File: src/rtl/salwc_pkg.sv
// ============================================================================
// salwc_pkg
// Shared types and constants of the set-associative LRU write-back tag unit.
// ============================================================================
`default_nettype none

package salwc_pkg;

    // Configuration port
    localparam int CFG_IDX_W  = 2;
    localparam int CFG_DATA_W = 4;

    localparam logic [CFG_IDX_W-1:0] REG_OFFSET = 2'd0;
    localparam logic [CFG_IDX_W-1:0] REG_INDEX  = 2'd1;
    localparam logic [CFG_IDX_W-1:0] REG_WAYS   = 2'd2;

    localparam logic [3:0] OFFSET_RST = 4'd6;
    localparam logic [2:0] INDEX_RST  = 3'd6;
    localparam logic [2:0] WAYS_RST   = 3'd1;

    // Raw set index bits before the fold onto the physical sets
    localparam int RAW_SET_W = 7;

    // Depth of the queue between front and back end
    localparam int QUEUE_DEPTH = 2;

    // Access request
    typedef struct packed {
        logic [31:0] address;
        logic        write_op;
    } req_t;

    // Access result
    typedef struct packed {
        logic        hit;
        logic        evicted;
        logic        writeback;
        logic [1:0]  way_used;
        logic [31:0] hit_total;
        logic [31:0] miss_total;
        logic [31:0] eviction_total;
        logic [31:0] writeback_total;
    } rsp_t;

    // One way of one set in the tag RAM (valid bits live in flops)
    typedef struct packed {
        logic        dirty;
        logic [31:0] tag;
        logic [31:0] stamp;
    } line_t;

endpackage

`default_nettype wire

File: src/rtl/salwc_front.sv
// ============================================================================
// salwc_front
// Front end: holds the configuration and splits each address into set and tag.
// ============================================================================
`default_nettype none

module salwc_front
    import salwc_pkg::*;
#(
    parameter  int MAX_SETS = 64,
    localparam int SET_W    = (MAX_SETS > 1) ? $clog2(MAX_SETS) : 1
)
(
    input  wire logic                  clk,
    input  wire logic                  rst_n,
    input  wire logic                  start,
    input  wire req_t                  request,
    input  wire logic                  wr_en,
    input  wire logic [CFG_IDX_W-1:0]  wr_index,
    input  wire logic [CFG_DATA_W-1:0] wr_data,
    input  wire logic                  full,
    output logic                       busy,
    output logic                       push,
    output logic      [SET_W+32:0]     entry,
    output logic      [2:0]            ways_cfg
);

    localparam logic [31:0] SETS_U = 32'(MAX_SETS);

    logic [3:0]           offset_reg;
    logic [2:0]           index_reg;
    logic [2:0]           ways_reg;
    logic [31:0]          shifted;
    logic [RAW_SET_W-1:0] raw_set;
    logic [RAW_SET_W-1:0] folded;
    logic [SET_W-1:0]     set_idx;
    logic [31:0]          tag;

    assign busy     = full;
    assign push     = start && !full;
    assign ways_cfg = ways_reg;

    // Configuration registers
    always_ff @(posedge clk or negedge rst_n)
    begin
        if (!rst_n)
        begin
            offset_reg <= OFFSET_RST;
            index_reg  <= INDEX_RST;
            ways_reg   <= WAYS_RST;
        end
        else if (wr_en)
        begin
            case (wr_index)
                REG_OFFSET: offset_reg <= wr_data;
                REG_INDEX:  index_reg  <= wr_data[2:0];
                REG_WAYS:   ways_reg   <= wr_data[2:0];
                default:    ;
            endcase
        end
    end

    // Set index: mask to the index width, then fold onto the physical sets
    // by restoring subtraction of shifted copies of the set count.
    always_comb
    begin
        shifted = request.address >> offset_reg;
        raw_set = shifted[RAW_SET_W-1:0]
                & RAW_SET_W'((8'd1 << index_reg) - 8'd1);
        folded  = raw_set;
        for (int k = RAW_SET_W - 1; k >= 0; k--)
        begin
            if ({{(32-RAW_SET_W){1'b0}}, folded} >= (SETS_U << k))
            begin
                folded = folded - RAW_SET_W'(SETS_U << k);
            end
        end
        set_idx = SET_W'(folded);
    end

    // Tag excludes every index bit, including those folded away
    assign tag   = request.address >> (5'(offset_reg) + 5'(index_reg));
    assign entry = {request.write_op, tag, set_idx};

endmodule

`default_nettype wire

File: config.mk
export PLATFORM = sky130hd
export DESIGN_NAME = salwc_front
export DESIGN_NICKNAME = d
export VERILOG_FILES = /design/src/rtl/salwc_pkg.sv /design/src/rtl/salwc_front.sv
export SDC_FILE = /design/constraint.sdc
export NUM_CORES = 1
export LEC_CHECK = 0
export BUFFER_PORTS_ARGS = -buffer_cell sky130_fd_sc_hd__buf_2
export CORE_MARGIN = 2
export CORE_UTILIZATION = 58
export DETAILED_ROUTE_END_ITERATION = 10
export PLACE_DENSITY = 0.95
export SYNTH_ARGS = -nofsm -noshare
export SYNTH_HDL_FRONTEND = slang
export SYNTH_SLANG_ARGS = --single-unit
File: constraint.sdc
create_clock -name clk -period 5.75 [get_ports clk]
set_input_delay 0.8625 -clock clk [delete_from_list [all_inputs] [get_ports clk]]
set_output_delay 0.8625 -clock clk [all_outputs]
set_load 0.05 [all_outputs]
==> results.py, run 1 <==
metrics = {
    "cts": {
        "cts_tree": "built",
        "cts_made_buffers": 3,
        "hold_buffers": 0,
        "clkLatencyLatePin_ns": 0.23,
        "clock_path_buffers": 2,
        "cts.sinks": 10,
        "cts.clk_slew.worst_paths_ns": 0.05,
        "htreeDepth": 1,
        "ctsRootBufferMaster": "clkbuf_8",
        "post_cts_buffers": 0,
        "post_cts_resized": 0,
    },
    "setup_path": {
        "r2r-end": "offset_reg[0]$_DFFE_PN0P_",
        "critPathLaunchType": "flip-flop",
        "ff2ff_setup_slack_ns": 4.49,
        "path_class": "flip-flop to output pin",
        "cp_max_fo": 38,
        "rr_worst_depth": 1,
        "cp-end-kind": "output pin",
        "required_ns": 4.89,
        "arrival_ns": 4.12,
        "r2r-start": "offset_reg[0]$_DFFE_PN0P_",
    },
    "sta": {
        "worstMarginPinSlew_ns": 1.06,
        "grt_setup_unrepaired": "false",
        "fmax_mhz": 201,
        "finalClockSkew_ns": 0,
        "setup_viol": 0,
        "slew_violations": 0,
        "fin_crit_ns": 4.98,
        "hold_viol": 0,
        "tns_ns": 0,
        "fin_crit_sh_pct": 86.6,
        "timing.slew.headroom_pct": 29.6,
    },
    "place": {
        "numPortBuffers": 85,
        "place_hpwl_um": 6700,
        "place_congestion": 1.08,
    },
    "yosys": {
        "ys_seq_elements": 10,
        "synth-simple-area-share_pct": 16.2,
        "syn_area_per_cell_um2": 9.34,
        "syn_nets": 378,
        "synth_mux_area_share_pct": 45.3,
        "synth_area_mm2": 0.00307,
        "postSynthCellCount": 329,
        "synth_warnings": 0,
        "synth_enable_flop_cells": 0,
        "synth_xor_area_share_pct": 1.10,
        "yosysSeqAreaShare_pct": 8.35,
        "ys.flop_type": "dfstp_2",
        "yosysUniqueCellTypes": 54,
        "async_flop_share_pct": 100,
        "synth_compound_area_share_pct": 18.0,
        "synth_top_family_by_area": "multiplexers",
        "synth_fa_ha_area_share_pct": 2.28,
    },
    "route": {
        "detail-route-antenna-nets": 0,
        "drc": 0,
        "wirelength_um": 8790,
        "post_drt_wl_per_cell_um": 19.3,
        "via_per_inst": 6.93,
        "drt_iter0_drc": 401,
        "dr.pass1.iters": 5,
        "vias": 3161,
    },
    "floorplan": {
        "initial_utilization_pct": 60.2,
        "die_h_um": 76.8,
        "core_mm2": 0.00511,
        "rows": 26,
        "io_pins": 88,
        "die_w_um": 76.8,
        "dieArea_mm2": 0.00590,
    },
    "run": {
        "maxCapViolCount": 0,
    },
    "layout": {
        "fillers": 392,
        "register_area_um2": 256,
        "syn_to_final_growth_pct": 10.9,
        "largest_register_ff_count": 4,
        "final_common_cell": "buf_2",
        "layout_common_cells": "buf_2, nand2_1, mux2i_1, mux4_2, nor2_1",
        "fin_nets": 436,
        "drive_gt1_share_pct": 41.7,
        "multi_input_area_mm2": 0.00256,
        "insertedDiodeCount": 0,
    },
    "grt": {
        "grt_use_total_pct": 29.4,
        "antenna_found_initial": 0,
        "grt_pass1_wl_um": 14600,
        "grt_start_max_net_pins": 39,
        "grt_pass1_vias": 3066,
        "grt_overflow": 0,
    },
    "status": {
        "status": "complete, no violations",
    },
    "worst_hold_path": {
        "hold_class": "input pin to asynchronous set/reset pin",
    },
}
area by class of cell:
type / count / share of cell area (%)
multi-input combinational: 283 / 75.0
timing repair buffer: 88 / 13.1
sequential: 10 / 7.53
tap: 70 / 2.57
clock buffer: 4 / 1.62
inverter: 1 / 0.110
cell families after synthesis:
family / count (synthesis)
buf+inv: 36
compound gates: 80
fa+ha+maj: 5
flops: 10
simple gates: 102
xor+xnor: 3
mux: 93
Yosys cell counts (5+ instances only):
master / instances / area, um^2
nand3_1: 9 / 45.0
a21oi_1: 12 / 60.1
buf_6: 7 / 78.8
dfrtp_1: 5 / 125
a21o_1: 5 / 37.5
dfstp_2: 5 / 131
buf_4: 6 / 45.0
buf_2: 13 / 65.1
nand2_1: 43 / 161
o21ai_1: 5 / 25.0
mux2_2: 19 / 214
nor2_1: 22 / 82.6
a211oi_1: 11 / 82.6
o21ai_0: 11 / 55.1
mux4_2: 32 / 721
clkbuf_1: 5 / 18.8
o211ai_1: 7 / 52.6
mux2i_1: 39 / 390
per-layer routing:
metal	GRT usage (%)	share of wire [%]	routed length, um	vias up
met2	48.6	48	4200	230
met3	4.82	10	898	32
met4	10.0	2.6	229	0
li1	-	-	-	1415
met5	0	0	0	-
met1	39.2	39	3470	1484
worst max-delay path, stage by stage, from the launching register on:
cell	delay (ns)
dfrtp_1	0.69
ha_1	0.42
fa_2	1.19
mux4_2	0.68
nand2_1	0.10
a22oi_1	0.08
a311oi_1	0.33
a221oi_1	0.11
buf_2	0.25
through the flow:
| stage | hold WS, ns | area [um^2] | util (%) | std cells | setup slack, ns |
|---|---|---|---|---|---|
| floorplan | 0.567 | 3070 | - | 329 | 1.50 |
| global placement | 0.484 | 3350 | 65.6 | 452 | 1.11 |
| detailed placement | 0.489 | 3350 | 65.6 | 452 | 1.05 |
| CTS | 0.475 | 3410 | 66.7 | 456 | 0.779 |
| global route | 0.484 | 3410 | 66.7 | 456 | 0.475 |
| finish | 0.466 | 3410 | 66.7 | 456 | 0.770 |
how the worst max path moves through the flow:
stage / from / endpoint / depth (start not counted)
after floorplan: offset_reg[0]$_DFFE_PN0P_ / entry[36] / 7
after global placement: offset_reg[0]$_DFFE_PN0P_ / entry[11] / 8
after detailed placement: offset_reg[0]$_DFFE_PN0P_ / entry[9] / 8
after CTS: offset_reg[0]$_DFFE_PN0P_ / entry[9] / 8
after global routing: offset_reg[0]$_DFFE_PN0P_ / entry[17] / 8
final: offset_reg[0]$_DFFE_PN0P_ / entry[11] / 8
Power of run 1 is left out: the tool's default activity adds up to more than one toggle a clock period on the data nets, which glitch-free logic cannot reach.
==> run 2: changes to the inputs <==
CORE_UTILIZATION = 45   (was 58)
MAX_ROUTING_LAYER = met4   (was not set)
PLACE_DENSITY = 0.81   (was 0.95)
==> results.py, run 2 (same netlist as run 1, synthesis figures left out) <==
metrics = {
    "floorplan": {
        "dieArea_mm2": 0.00751,
        "rows": 30,
        "die_h_um": 86.6,
        "die_w_um": 86.6,
        "core_mm2": 0.00668,
        "initial_utilization_pct": 46.0,
        "io_pins": 88,
    },
    "layout": {
        "multi_input_area_mm2": 0.00256,
        "insertedDiodeCount": 0,
        "largest_register_ff_count": 4,
        "stdcell_count": 468,
        "drive_gt1_share_pct": 42.0,
        "fillers": 633,
        "syn_to_final_growth_pct": 11.8,
        "final_common_cell": "buf_2",
        "fin_nets": 438,
        "fin_util_pct": 51.4,
        "register_area_um2": 256,
        "layout_common_cells": "buf_2, nand2_1, mux2i_1, mux4_2, nor2_1",
    },
    "route": {
        "post_drt_wl_per_cell_um": 18.9,
        "wirelength_um": 8830,
        "via_per_inst": 6.69,
        "drc": 0,
        "drt_iter0_drc": 344,
        "vias": 3130,
        "dr.pass1.iters": 5,
        "detail-route-antenna-nets": 0,
    },
    "place": {
        "numPortBuffers": 85,
        "dp_slack_ns": 1.44,
        "dp_cells": 464,
        "place_hpwl_um": 6810,
        "place_congestion": 0.963,
    },
    "sta": {
        "slew_violations": 0,
        "tns_ns": 0,
        "fin_crit_sh_pct": 80.1,
        "fin_crit_ns": 4.61,
        "grt_setup_unrepaired": "false",
        "timing.final.ws_setup_ns": 1.14,
        "timing.slew.headroom_pct": 23.9,
        "worstMarginPinSlew_ns": 1.14,
        "setup_viol": 0,
        "fmax_mhz": 217,
        "hold_viol": 0,
        "finalClockSkew_ns": 0,
    },
    "setup_path": {
        "cp_max_fo": 38,
        "required_ns": 4.89,
        "critPathLaunchType": "flip-flop",
        "cpPeakStageDelay_ns": 1.20,
        "crit_chain": "ha_1 > fa_2 > mux4_2 > nand2_1 > o21ai_0 > o21ai_0 > a21oi_1 > buf_2",
        "path_class": "flip-flop to output pin",
        "cp-end-kind": "output pin",
        "slowest_stage": "fa_2",
        "arrival_ns": 3.74,
        "path_common_cell": "o21ai_0",
    },
    "grt": {
        "grt_overflow": 0,
        "grt_use_total_pct": 23.5,
        "grt_start_max_net_pins": 39,
        "antenna_found_initial": 0,
        "grt_pass1_wl_um": 13900,
        "grt_pass1_vias": 2761,
    },
    "worst_hold_path": {
        "hold_class": "input pin to asynchronous set/reset pin",
    },
    "status": {
        "status": "complete, no violations",
    },
    "cts": {
        "hold_buffers": 0,
        "clock_path_buffers": 2,
        "post_cts_resized": 0,
        "cts.sinks": 10,
        "ctsRootBufferMaster": "clkbuf_8",
        "htreeDepth": 1,
        "cts_tree": "built",
        "cts.clk_slew.worst_paths_ns": 0.05,
        "cts_made_buffers": 3,
        "post_cts_buffers": 0,
        "clkLatencyLatePin_ns": 0.24,
    },
    "run": {
        "maxCapViolCount": 0,
    },
}
[run 2: cell types whose count changed in the layout (fill, tap and decap cells not counted)]
cell	change
buf_4	+2
[run 2: worst max-delay path, delay by kind of cell, from the launching register on]
kind	cells	cell delay, ns
flops	1	0.44
simple gates	1	0.08
compound gates	3	0.61
mux	1	0.65
buf+inv	1	0.26
fa+ha+maj	2	1.45
[run 2: path summary, 6_finish.rpt]
path,start,end,slack (ns),cells past startpoint
worst min register to register,ways_cfg[2]$_DFFE_PN0P_,ways_cfg[2]$_DFFE_PN0P_,0.51,1
max in group asynchronous,rst_n,offset_reg[1]$_DFFE_PN1P_,5.02,1
worst max register to register,offset_reg[1]$_DFFE_PN1P_,offset_reg[1]$_DFFE_PN1P_,4.52,1
worst min-delay path,rst_n,index_reg[0]$_DFFE_PN0P_,0.48,1
min in group clk,ways_cfg[2]$_DFFE_PN0P_,ways_cfg[2]$_DFFE_PN0P_,0.51,1
worst max-delay path,index_reg[0]$_DFFE_PN0P_,entry[9],1.14,8
[run 2: final cells by class]
class	instances	share of cell area, %
multi-input cells	283	74.4
repair buffers	90	13.5
flip-flops and latches	10	7.47
well taps	80	2.91
clock buffers	4	1.60
inverters	1	0.109
[run 2: routing by layer]
layer	share of wire, %	wire, um	track usage (%)	up-vias
met5	0	0	-	-
met4	1.6	138	4.97	0
met3	9.6	843	2.10	18
met2	48	4210	36.9	183
met1	41	3630	33.4	1511
li1	-	-	-	1418
[run 2: per-stage QoR]
stage	hold WS, ns	cell area [um^2]
final	0.477	3430
after global routing	0.486	3430
after CTS	0.479	3430
after detailed placement	0.499	3380
after global placement	0.487	3380
after floorplan	0.567	3070
Power of run 2 is left out for the same reason.
