===== src/rtl/salwc_pkg.sv =====
// ============================================================================
// salwc_pkg
// Shared types and constants of the set-associative LRU write-back tag unit.
// ============================================================================
`default_nettype none

package salwc_pkg;

    // Configuration port
    localparam int CFG_IDX_W  = 2;
    localparam int CFG_DATA_W = 4;

    localparam logic [CFG_IDX_W-1:0] REG_OFFSET = 2'd0;
    localparam logic [CFG_IDX_W-1:0] REG_INDEX  = 2'd1;
    localparam logic [CFG_IDX_W-1:0] REG_WAYS   = 2'd2;

    localparam logic [3:0] OFFSET_RST = 4'd6;
    localparam logic [2:0] INDEX_RST  = 3'd6;
    localparam logic [2:0] WAYS_RST   = 3'd1;

    // Raw set index bits before the fold onto the physical sets
    localparam int RAW_SET_W = 7;

    // Depth of the queue between front and back end
    localparam int QUEUE_DEPTH = 2;

    // Access request
    typedef struct packed {
        logic [31:0] address;
        logic        write_op;
    } req_t;

    // Access result
    typedef struct packed {
        logic        hit;
        logic        evicted;
        logic        writeback;
        logic [1:0]  way_used;
        logic [31:0] hit_total;
        logic [31:0] miss_total;
        logic [31:0] eviction_total;
        logic [31:0] writeback_total;
    } rsp_t;

    // One way of one set in the tag RAM (valid bits live in flops)
    typedef struct packed {
        logic        dirty;
        logic [31:0] tag;
        logic [31:0] stamp;
    } line_t;

endpackage

`default_nettype wire


===== src/rtl/salwc_queue.sv =====
// ============================================================================
// salwc_queue
// Small FIFO that decouples the classifying front end from the tag back end.
// ============================================================================
`default_nettype none

module salwc_queue
    import salwc_pkg::*;
#(
    parameter int WIDTH = 40
)
(
    input  wire logic             clk,
    input  wire logic             rst_n,
    input  wire logic             push,
    input  wire logic [WIDTH-1:0] push_data,
    input  wire logic             pop,
    output logic      [WIDTH-1:0] pop_data,
    output logic                  full,
    output logic                  empty
);

    localparam int PTR_W = (QUEUE_DEPTH > 1) ? $clog2(QUEUE_DEPTH) : 1;
    localparam int CNT_W = $clog2(QUEUE_DEPTH + 1);
    localparam logic [PTR_W-1:0] PTR_LAST  = PTR_W'(QUEUE_DEPTH - 1);
    localparam logic [CNT_W-1:0] CNT_DEPTH = CNT_W'(QUEUE_DEPTH);

    logic [WIDTH-1:0] slot_reg [QUEUE_DEPTH];
    logic [PTR_W-1:0] wr_ptr_reg, wr_ptr_next;
    logic [PTR_W-1:0] rd_ptr_reg, rd_ptr_next;
    logic [CNT_W-1:0] count_reg, count_next;

    assign full     = (count_reg == CNT_DEPTH);
    assign empty    = (count_reg == '0);
    assign pop_data = slot_reg[rd_ptr_reg];

    // Pointer and fill bookkeeping
    always_comb
    begin
        wr_ptr_next = wr_ptr_reg;
        rd_ptr_next = rd_ptr_reg;
        count_next  = count_reg;
        if (push)
        begin
            wr_ptr_next = (wr_ptr_reg == PTR_LAST) ? '0 : wr_ptr_reg + 1'b1;
        end
        if (pop)
        begin
            rd_ptr_next = (rd_ptr_reg == PTR_LAST) ? '0 : rd_ptr_reg + 1'b1;
        end
        if (push && !pop)
        begin
            count_next = count_reg + 1'b1;
        end
        else if (pop && !push)
        begin
            count_next = count_reg - 1'b1;
        end
    end

    always_ff @(posedge clk or negedge rst_n)
    begin
        if (!rst_n)
        begin
            wr_ptr_reg <= '0;
            rd_ptr_reg <= '0;
            count_reg  <= '0;
        end
        else
        begin
            wr_ptr_reg <= wr_ptr_next;
            rd_ptr_reg <= rd_ptr_next;
            count_reg  <= count_next;
        end
    end

    // Storage
    always_ff @(posedge clk)
    begin
        if (push)
        begin
            slot_reg[wr_ptr_reg] <= push_data;
        end
    end

endmodule

`default_nettype wire


===== config.mk =====
export PLATFORM = sky130hd
export DESIGN_NAME = salwc_queue
export DESIGN_NICKNAME = d
export VERILOG_FILES = /design/src/rtl/salwc_pkg.sv /design/src/rtl/salwc_queue.sv
export SDC_FILE = /design/constraint.sdc
export NUM_CORES = 1
export LEC_CHECK = 0
export ABC_AREA = 1
export BUFFER_PORTS_ARGS = -buffer_cell sky130_fd_sc_hd__buf_2
export CAP_MARGIN = 15
export CORE_AREA = 2 2 83 144
export DETAILED_ROUTE_END_ITERATION = 12
export DIE_AREA = 0 0 85 146
export GPL_ROUTABILITY_DRIVEN = 0
export MAX_ROUTING_LAYER = met4
export RECOVER_POWER = 100
export SLEW_MARGIN = 20
export SYNTH_ARGS = -nofsm -noshare
export SYNTH_HDL_FRONTEND = slang
export SYNTH_SLANG_ARGS = --single-unit

===== constraint.sdc =====
create_clock -name clk -period 7.5 [get_ports clk]
set_input_delay 0.375 -clock clk [delete_from_list [all_inputs] [get_ports clk]]
set_output_delay 0.375 -clock clk [all_outputs]
set_load 0.005 [all_outputs]

==> out/qor.yml, run 1 <==
finalSetupViolCount: 0
ys_async_sr_fraction_pct: 4.762
timing.final.crit_share_pct: 44.72
coreArea_um2: 11170
rsz0062_at_grt: "false"
port_buffers: 85
ys_seq_elements: 84
clk_latency_ns: 0.33
grt_max_degree: 41
crit_buf_inv: 2
post_dp_cell_area_um2: 3840
syn_nets: 195
cts-root-buf: "clkbuf_16"
cp.required_ns: 7.12
vias: 1601
synth-edff-count: 80
p_sw_mw: 0.3805
syn_area_per_cell_um2: 21.98
path_class: "register to primary output"
die_y_um: 146
tns_ns: 0
fin_ws_ns: 4.146
wl_per_cell_um: 15.53
tightestPinTransition_ns: 1.982
multiInputGateArea_um2: 534.3
grt_pass1_vias: 1796
slowest_stage: "clkbuf_1"
power.clock.fraction_pct: 31.5
grt_overflow: 0
die-area_um2: 12410
tritoncts: "done"
antenna_found_initial: 0
dpl.hpwl_um: 3903
leakagePower_nw: 1.466
wl_um: 5916
slowest_delay_ns: 1.47
synthTopCellsByCount: "edfxtp_1 (80), mux2_4 (39), inv_1 (7)"
clk_path_buf_depth: 2
hp-class: "primary input to register"
drive_gt1_share_pct: 30.92
synth_most_common_cell: "edfxtp_1"
syn-instance-count: 150
ant_nets: 0
startpoint_type: "register"
crit_family: "buffers and inverters"
insertedDiodeCount: 0
fp-row-count: 51
io_pins: 86
p_per_area_nw_per_um2: 367.4
synthTopCellsByArea: "edfxtp_1 (73%), mux2_4 (18%), dfrtp_1 (3.0%), buf_12 (2.4%), inv_1 (0.80%)"
post-cts-setup-buffers: 0
die_w_um: 85
initial_core_util_pct: 29.52
skew_ns: 0.004259
vias_per_cell: 4.202
intPower_mw: 1.071
period_minus_slack_ns: 3.354
max_freq_mhz: 298.2
yosysTopAreaCell: "edfxtp_1"
cts_buffers: 9
utilization_pct: 35.38
crit_fanout: 32
power_frac_comb_pct: 22.9
cp_cell_sequence: "clkbuf_1 > mux2_2 > buf_2"
first_pass_iters: 4
drc_errors: 0
clkTransAtPathRegs_ns: 0.06
regArea_um2: 2502
cts_resized: 0
pre_cts_ws_ns: 5.425
synth_cell_types: 14
synth_top_cell_area_share_pct: 72.87
largest_register_ffs: 80
fill_cells: 1089
cts.sinks: 84
netlist_area_um2: 3297
area_growth_pct: 19.85
relSlewSlack_pct: -32.12
h-tree-depth: 3
timing.max_cap.violations: 3
critPathArrivalTime_ns: 2.98
grt_first_pass_wirelength_um: 9121
swShare_pct: 26.21
violations: "capacitance limit, slew limit"
ys_warn_count: 0
postLayoutCellArea_um2: 3951
grt_usage_pct: 10.24
cp-end-kind: "primary output"
yosys_most_used_dff: "edfxtp_1"
status: "finished, violations left"
nNetsFinal: 289
slew_viol_final: 96
seq_area_frac_synth_pct: 75.90
power_frac_seq_pct: 45.6
hold_viol_final: 0
ir_worst_vdd_mv: 0.1871
drt_iter0_markers: 72
[cells in the final DEF (no fill, tap or decap), drive strengths merged]
| master | instances |
|---|---|
| edfxtp | 80 |
| nor2 | 3 |
| clkbuf | 36 |
| ha | 1 |
| buf | 62 |
| nand2 | 5 |
| clkinvlp | 1 |
| clkinv | 2 |
| nand4 | 1 |
| xnor2 | 1 |
| dfrtp | 4 |
| inv | 7 |
| dlygate4sd3 | 1 |
| nand3 | 1 |
| bufinv | 2 |
| mux2 | 40 |
| xor2 | 2 |
[layout make-up]
class                   instances  share of cell area, %
inverters                       7                 0.6650
flip-flops and latches         84                  63.33
repair buffers                 88                  10.48
well taps                     132                  4.180
clock buffers                  11                  5.890
multi-input cells              54                  13.52
clock inverters                 5                  1.932
[metal layers]
metal | GRT usage (%) | part of all wire [%] | vias up
li1 | - | - | 758
met1 | 9.886 | 37 | 784
met2 | 17.81 | 56 | 45
met3 | 2.326 | 4.2 | 14
met4 | 6.667 | 3.2 | 0
met5 | - | 0 | -
[repair_timing]
| item | 4_1_cts | 5_1_grt |
|---|---|---|
| hold buffers | 1 | 0 |
| hold endpoints to repair | 4 | 0 |
| endpoints found under the setup margin | 0 | 0 |
[worst paths after layout]
check | endpoint | cells past startpoint | slack, ns | start
max in group asynchronous | rd_ptr_reg | 2 | 6.86 | rst_n
min reg2reg | wr_ptr_reg | 1 | 0.51 | wr_ptr_reg
min | slot_reg[0][13] | 1 | 0.23 | push_data[13]
min in group asynchronous | count_reg[0] | 2 | 0.42 | rst_n
max reg2reg | slot_reg[0][35] | 2 | 4.29 | wr_ptr_reg
max | pop_data[19] | 3 | 4.15 | rd_ptr_reg
[power by group through the flow]
| stage | Sequential (mW) | Combinational [mW] | Clock, mW |
|---|---|---|---|
| final | 0.662 | 0.332 | 0.457 |
| after global routing | 0.675 | 0.370 | 0.491 |
| after CTS | 0.670 | 0.450 | 0.471 |
| after detailed placement | 0.679 | 0.449 | 0 |
| after global placement | 0.674 | 0.433 | 0 |
| after floorplan | 0.658 | 0.339 | 0 |
[kinds of logic after synthesis]
logic type / after synthesis / share of synthesized area (%)
xor+xnor: 3 / 0.7971
mux: 40 / 18.10
fa+ha+maj: 1 / 0.3794
buf+inv: 12 / 3.568
flops: 84 / 75.90
simple gates: 10 / 1.252
[worst reg2reg max path, cell delays in order, from the launching register on]
cell and delay (ns):
dfrtp_1 0.41, nor2_1 1.43, clkbuf_1 0.97
[through the flow]
step / std cells / hold WS [ns] / power [mW]
2_1_floorplan: 150 / 0.07941 / 0.9970
3_3_place_gp: 363 / 0.1965 / 1.107
3_5_place_dp: 364 / 0.1949 / 1.128
4_1_cts: 381 / 0.2136 / 1.591
5_1_grt: 381 / 0.2135 / 1.535
6_report: 381 / 0.2263 / 1.452
Note: power is estimated with default switching activity, not from simulation.
==> run 2: changes to the inputs <==
==> constraint.sdc (replaced) <==
create_clock -name clk -period 3 [get_ports clk]
set_input_delay 0.15 -clock clk [delete_from_list [all_inputs] [get_ports clk]]
set_output_delay 0.15 -clock clk [all_outputs]
set_load 0.005 [all_outputs]
==> run 2 against run 1 <==
Effect of this change:
- the flow still finishes with violations (capacitance limit, slew limit)
- final cell count is 2.9% higher
- via count up 3.4%
- total power rose to 2.6 times the previous value
- clock power increased to 2.8 times the previous value
- cell area rose by 4.2%
- worst hold slack got worse by 0.21 ns
- core utilization rose by 1.5 points
- sequential cell count unchanged
- register-to-register slack lost 3.5 ns
- routed wire length grew 3.0%
- non-clock buffer count up 12
- critical endpoint is now slot_reg[0][8]
==> out/qor.yml, run 2 (same netlist as run 1, synthesis figures left out) <==
relSlewSlack_pct: -11.48
dp.cells: 366
ir_worst_vdd_mv: 0.4669
wl_um: 6095
cts_resized: 0
fill_cells: 1082
ant_nets: 0
finalSetupViolCount: 0
layout_common_cells: "edfxtp_1 (80), buf_2 (56), mux2_1 (37), clkbuf_1 (27), dlygate4sd3_1 (11)"
critPathArrivalTime_ns: 2.21
cts_buffers: 9
min_from: "push_data[25]"
die_y_um: 146
antenna_found_initial: 0
timing.max_cap.violations: 1
h-tree-depth: 3
slowest_stage: "nor2_1"
crit_family: "simple AND/OR/NAND/NOR gates"
grt_usage_pct: 10.28
cp.required_ns: 3.02
io_pins: 86
drive_gt1_share_pct: 30.38
post-cts-setup-buffers: 0
clkTransAtPathRegs_ns: 0.06
multiInputGateArea_um2: 541.8
max_freq_mhz: 455.1
grt_pass1_vias: 1796
crit_buf_inv: 1
hold_viol_final: 0
cp-end-kind: "register"
first_pass_iters: 4
wl_per_cell_um: 15.55
drc_errors: 0
crit_path_start: "wr_ptr_reg"
violations: "capacitance limit, slew limit"
path_class: "register to register"
clk_path_buf_depth: 2
min_path_cells: 1
tns_ns: 0
nNetsFinal: 301
grt_first_pass_wirelength_um: 9204
skew_ns: 0.004025
tritoncts: "done"
period_minus_slack_ns: 2.197
rsz0062_at_grt: "false"
coreArea_um2: 11170
utilization_pct: 36.89
final_cells: 392
rr_startpoint: "wr_ptr_reg"
regArea_um2: 2502
startpoint_type: "register"
grt_overflow: 0
r2r_setup_slack_ns: 0.80
worst-r2r-cell-count: 2
insertedDiodeCount: 0
cts.sinks: 84
timing.final.crit_share_pct: 73.25
die-area_um2: 12410
leakagePower_nw: 1.548
hp-class: "primary input to register"
crit_fanout: 15
p_per_area_nw_per_um2: 928.7
slowest_delay_ns: 1.07
fp-row-count: 51
initial_core_util_pct: 29.52
cp_cell_sequence: "nor2_1 > buf_4"
die_w_um: 85
vias_per_cell: 4.222
grt_max_degree: 41
cts-root-buf: "clkbuf_16"
critical_path_depth: 2
port_buffers: 85
largest_register_ffs: 80
final_common_cell: "edfxtp_1"
worstSetupEndpoint: "slot_reg[0][8]"
tightestPinTransition_ns: 1.670
status: "finished, violations left"
dpl.hpwl_um: 4093
worst_r2r_endpoint: "slot_reg[0][8]"
area_growth_pct: 24.93
drt_iter0_markers: 96
slew_viol_final: 41
clk_latency_ns: 0.33
vias: 1655
-- run 2: repair_timing --
action | 4_1_cts | 5_1_grt
endpoints found under the setup margin | 0 | 0
hold buffers | 8 | 3
hold endpoints to repair | 18 | 4
-- run 2: worst min path at each step --
| stage | slack (ns) | endpoint |
|---|---|---|
| floorplan | -0.15 | count_reg[0] |
| global placement | -0.04 | count_reg[0] |
| detailed placement | -0.04 | count_reg[0] |
| CTS | 0.0001 | slot_reg[0][22] |
| global route | 0.0006 | slot_reg[0][25] |
| finish | 0.01 | slot_reg[1][25] |
-- run 2: per-stage QoR --
stage / hold slack, ns / total power [mW] / area (um2) / setup slack, ns
floorplan: -0.1456 / 2.492 / 3297 / 0.4664
global placement: -0.03833 / 2.785 / 3835 / 1.400
detailed placement: -0.03552 / 2.817 / 3835 / 1.378
CTS: 0.0001329 / 4.138 / 4269 / 1.029
global route: 0.0005721 / 4.026 / 4119 / 0.5235
finish: 0.01339 / 3.825 / 4119 / 0.8025
-- run 2: final cells by class --
cell class | count | area share [%]
timing repair buffer | 100 | 12.85
sequential | 84 | 60.75
clock inverter | 5 | 3.038
clock buffer | 10 | 5.559
inverter | 7 | 0.6379
tap | 132 | 4.010
multi-input combinational | 54 | 13.15
-- run 2: power by group --
part	leakage, nW	internal [mW]	switching (mW)
Sequential	0.798	1.57	0.0939
Clock	0.173	0.891	0.409
Combinational	0.577	0.410	0.454
-- run 2: metal layers --
| metal | global-route usage, % | up-vias | part of all wire, % |
|---|---|---|---|
| li1 | - | 782 | - |
| met3 | 2.326 | 8 | 3.8 |
| met2 | 18.36 | 44 | 57 |
| met1 | 10.17 | 821 | 37 |
| met4 | 5.238 | 0 | 2.2 |
| met5 | - | - | 0 |
==> run 3: changes to the inputs <==
==> constraint.sdc (replaced) <==
create_clock -name clk -period 2.3 [get_ports clk]
set_input_delay 0.115 -clock clk [delete_from_list [all_inputs] [get_ports clk]]
set_output_delay 0.115 -clock clk [all_outputs]
set_load 0.005 [all_outputs]
==> run 3 against run 2 <==
Effect of this change:
- largest cell class unchanged
- the flow now finishes without violations
- critical path type unchanged
- critical path depth unchanged
- global-route usage grew 0.11 points
- maximum frequency is 17% higher
- cell area grew 7.5%
- core utilization increased by 2.8 points
- final cell count up 8.7%
- sequential share of layout area fell by 4.2 points
==> out/qor.yml, run 3 (same netlist as run 1, synthesis figures left out) <==
busiest_layer: "met2"
layout_common_cells: "edfxtp_1 (80), buf_2 (49), dlygate4sd3_1 (42), clkbuf_1 (39), mux2_1 (38)"
cts.sinks: 84
final_common_cell: "edfxtp_1"
crit_family: "buffers and inverters"
initial_core_util_pct: 29.52
timing.final.crit_share_pct: 81.48
cts_buffers: 9
dpl.hpwl_um: 3980
startpoint_type: "register"
relSlewSlack_pct: 15.57
slew_viol_final: 0
h-tree-depth: 3
crit_buf_inv: 1
cp.required_ns: 2.25
wl_per_cell_um: 13.84
nNetsFinal: 334
grt_pass1_vias: 1851
finalSetupViolCount: 0
fill_cells: 1046
clkTransAtPathRegs_ns: 0.05
leakagePower_nw: 1.647
ir_worst_vdd_mv: 0.5564
critPathArrivalTime_ns: 1.82
io_pins: 86
coreArea_um2: 11170
die_w_um: 85
tns_ns: 0
period_minus_slack_ns: 1.874
max_freq_mhz: 533.6
vias_per_cell: 4.108
cp-end-kind: "register"
timing.max_cap.violations: 0
met1_usage_pct: 10.82
drt_iter0_markers: 110
path_class: "register to register"
cp_cell_sequence: "nor2_4 > clkbuf_1"
largest_register_ffs: 80
dp.cells: 368
fp-row-count: 51
first_pass_iters: 4
rsz0062_at_grt: "false"
antenna_found_initial: 0
tightestPinTransition_ns: 1.266
post-cts-setup-buffers: 0
hp-class: "primary input to register"
drive_gt1_share_pct: 24.15
grtUsageMet3_pct: 3.176
cts-root-buf: "clkbuf_16"
hold_viol_final: 0
grt_max_degree: 23
grt_first_pass_wirelength_um: 9239
port_buffers: 85
wl_um: 5896
ant_nets: 0
crit_fanout: 22
clk_latency_ns: 0.34
vias: 1750
skew_ns: 0.003534
grt_usage_pct: 10.39
slowest_delay_ns: 0.93
area_growth_pct: 34.31
tritoncts: "done"
status: "completed"
die_y_um: 146
p_per_area_nw_per_um2: 1129
final_cells: 426
drc_errors: 0
insertedDiodeCount: 0
use_met2_pct: 16.52
slowest_stage: "clkbuf_1"
clk_path_buf_depth: 2
grt_overflow: 0
die-area_um2: 12410
run 3: per-stage QoR:
| stage | hold slack (ns) | utilization [%] | instance area [um2] | power (mW) | setup slack [ns] |
|---|---|---|---|---|---|
| 2_1_floorplan | -0.1806 | - | 3299 | 3.249 | 0.4250 |
| 3_3_place_gp | -0.06803 | 34.48 | 3850 | 3.632 | 0.8508 |
| 3_5_place_dp | -0.06857 | 34.48 | 3850 | 3.657 | 0.8290 |
| 4_1_cts | 0.003524 | 41.43 | 4627 | 5.429 | 0.6041 |
| 5_1_grt | 0.02274 | 39.65 | 4428 | 5.276 | 0.2802 |
| 6_report | 0.02240 | 39.65 | 4428 | 4.998 | 0.4260 |
run 3: cell type report:
cell class | count | area [um2] | area share [%]
clock buffers | 11 | 232.7 | 5.256
clock inverters | 5 | 123.9 | 2.797
repair buffers | 133 | 834.6 | 18.85
flip-flops and latches | 84 | 2504 | 56.54
multi-input cells | 54 | 541.8 | 12.24
well taps | 132 | 165.2 | 3.730
inverters | 7 | 26.28 | 0.5934
run 3: worst paths after layout:
path,startpoint,to,slack [ns],cells past startpoint
worst max-delay path,wr_ptr_reg,slot_reg[0][21],0.43,2
worst min-delay path,push,wr_ptr_reg,0.02,2
worst max register to register,wr_ptr_reg,slot_reg[0][21],0.43,2
worst min register to register,count_reg[1],count_reg[1],0.52,2
max in group asynchronous,rst_n,rd_ptr_reg,1.93,2
min in group asynchronous,rst_n,count_reg[1],0.15,2
run 3: per-layer routing:
layer / vias to the layer above / wire length, um
met1: 834 / 2266
met3: 14 / 285
met4: 0 / 214
met5: - / 0
met2: 56 / 3129
li1: 846 / -
run 3: power breakdown:
part | total, mW | switching, mW | internal [mW]
combinational | 1.18 | 0.621 | 0.558
sequential | 2.12 | 0.0821 | 2.04
clock | 1.69 | 0.528 | 1.17
run 3: what timing repair did:
action                    4_1_cts  5_1_grt
hold endpoints to repair       85        0
hold buffers                   42        0
resized for setup               0        0
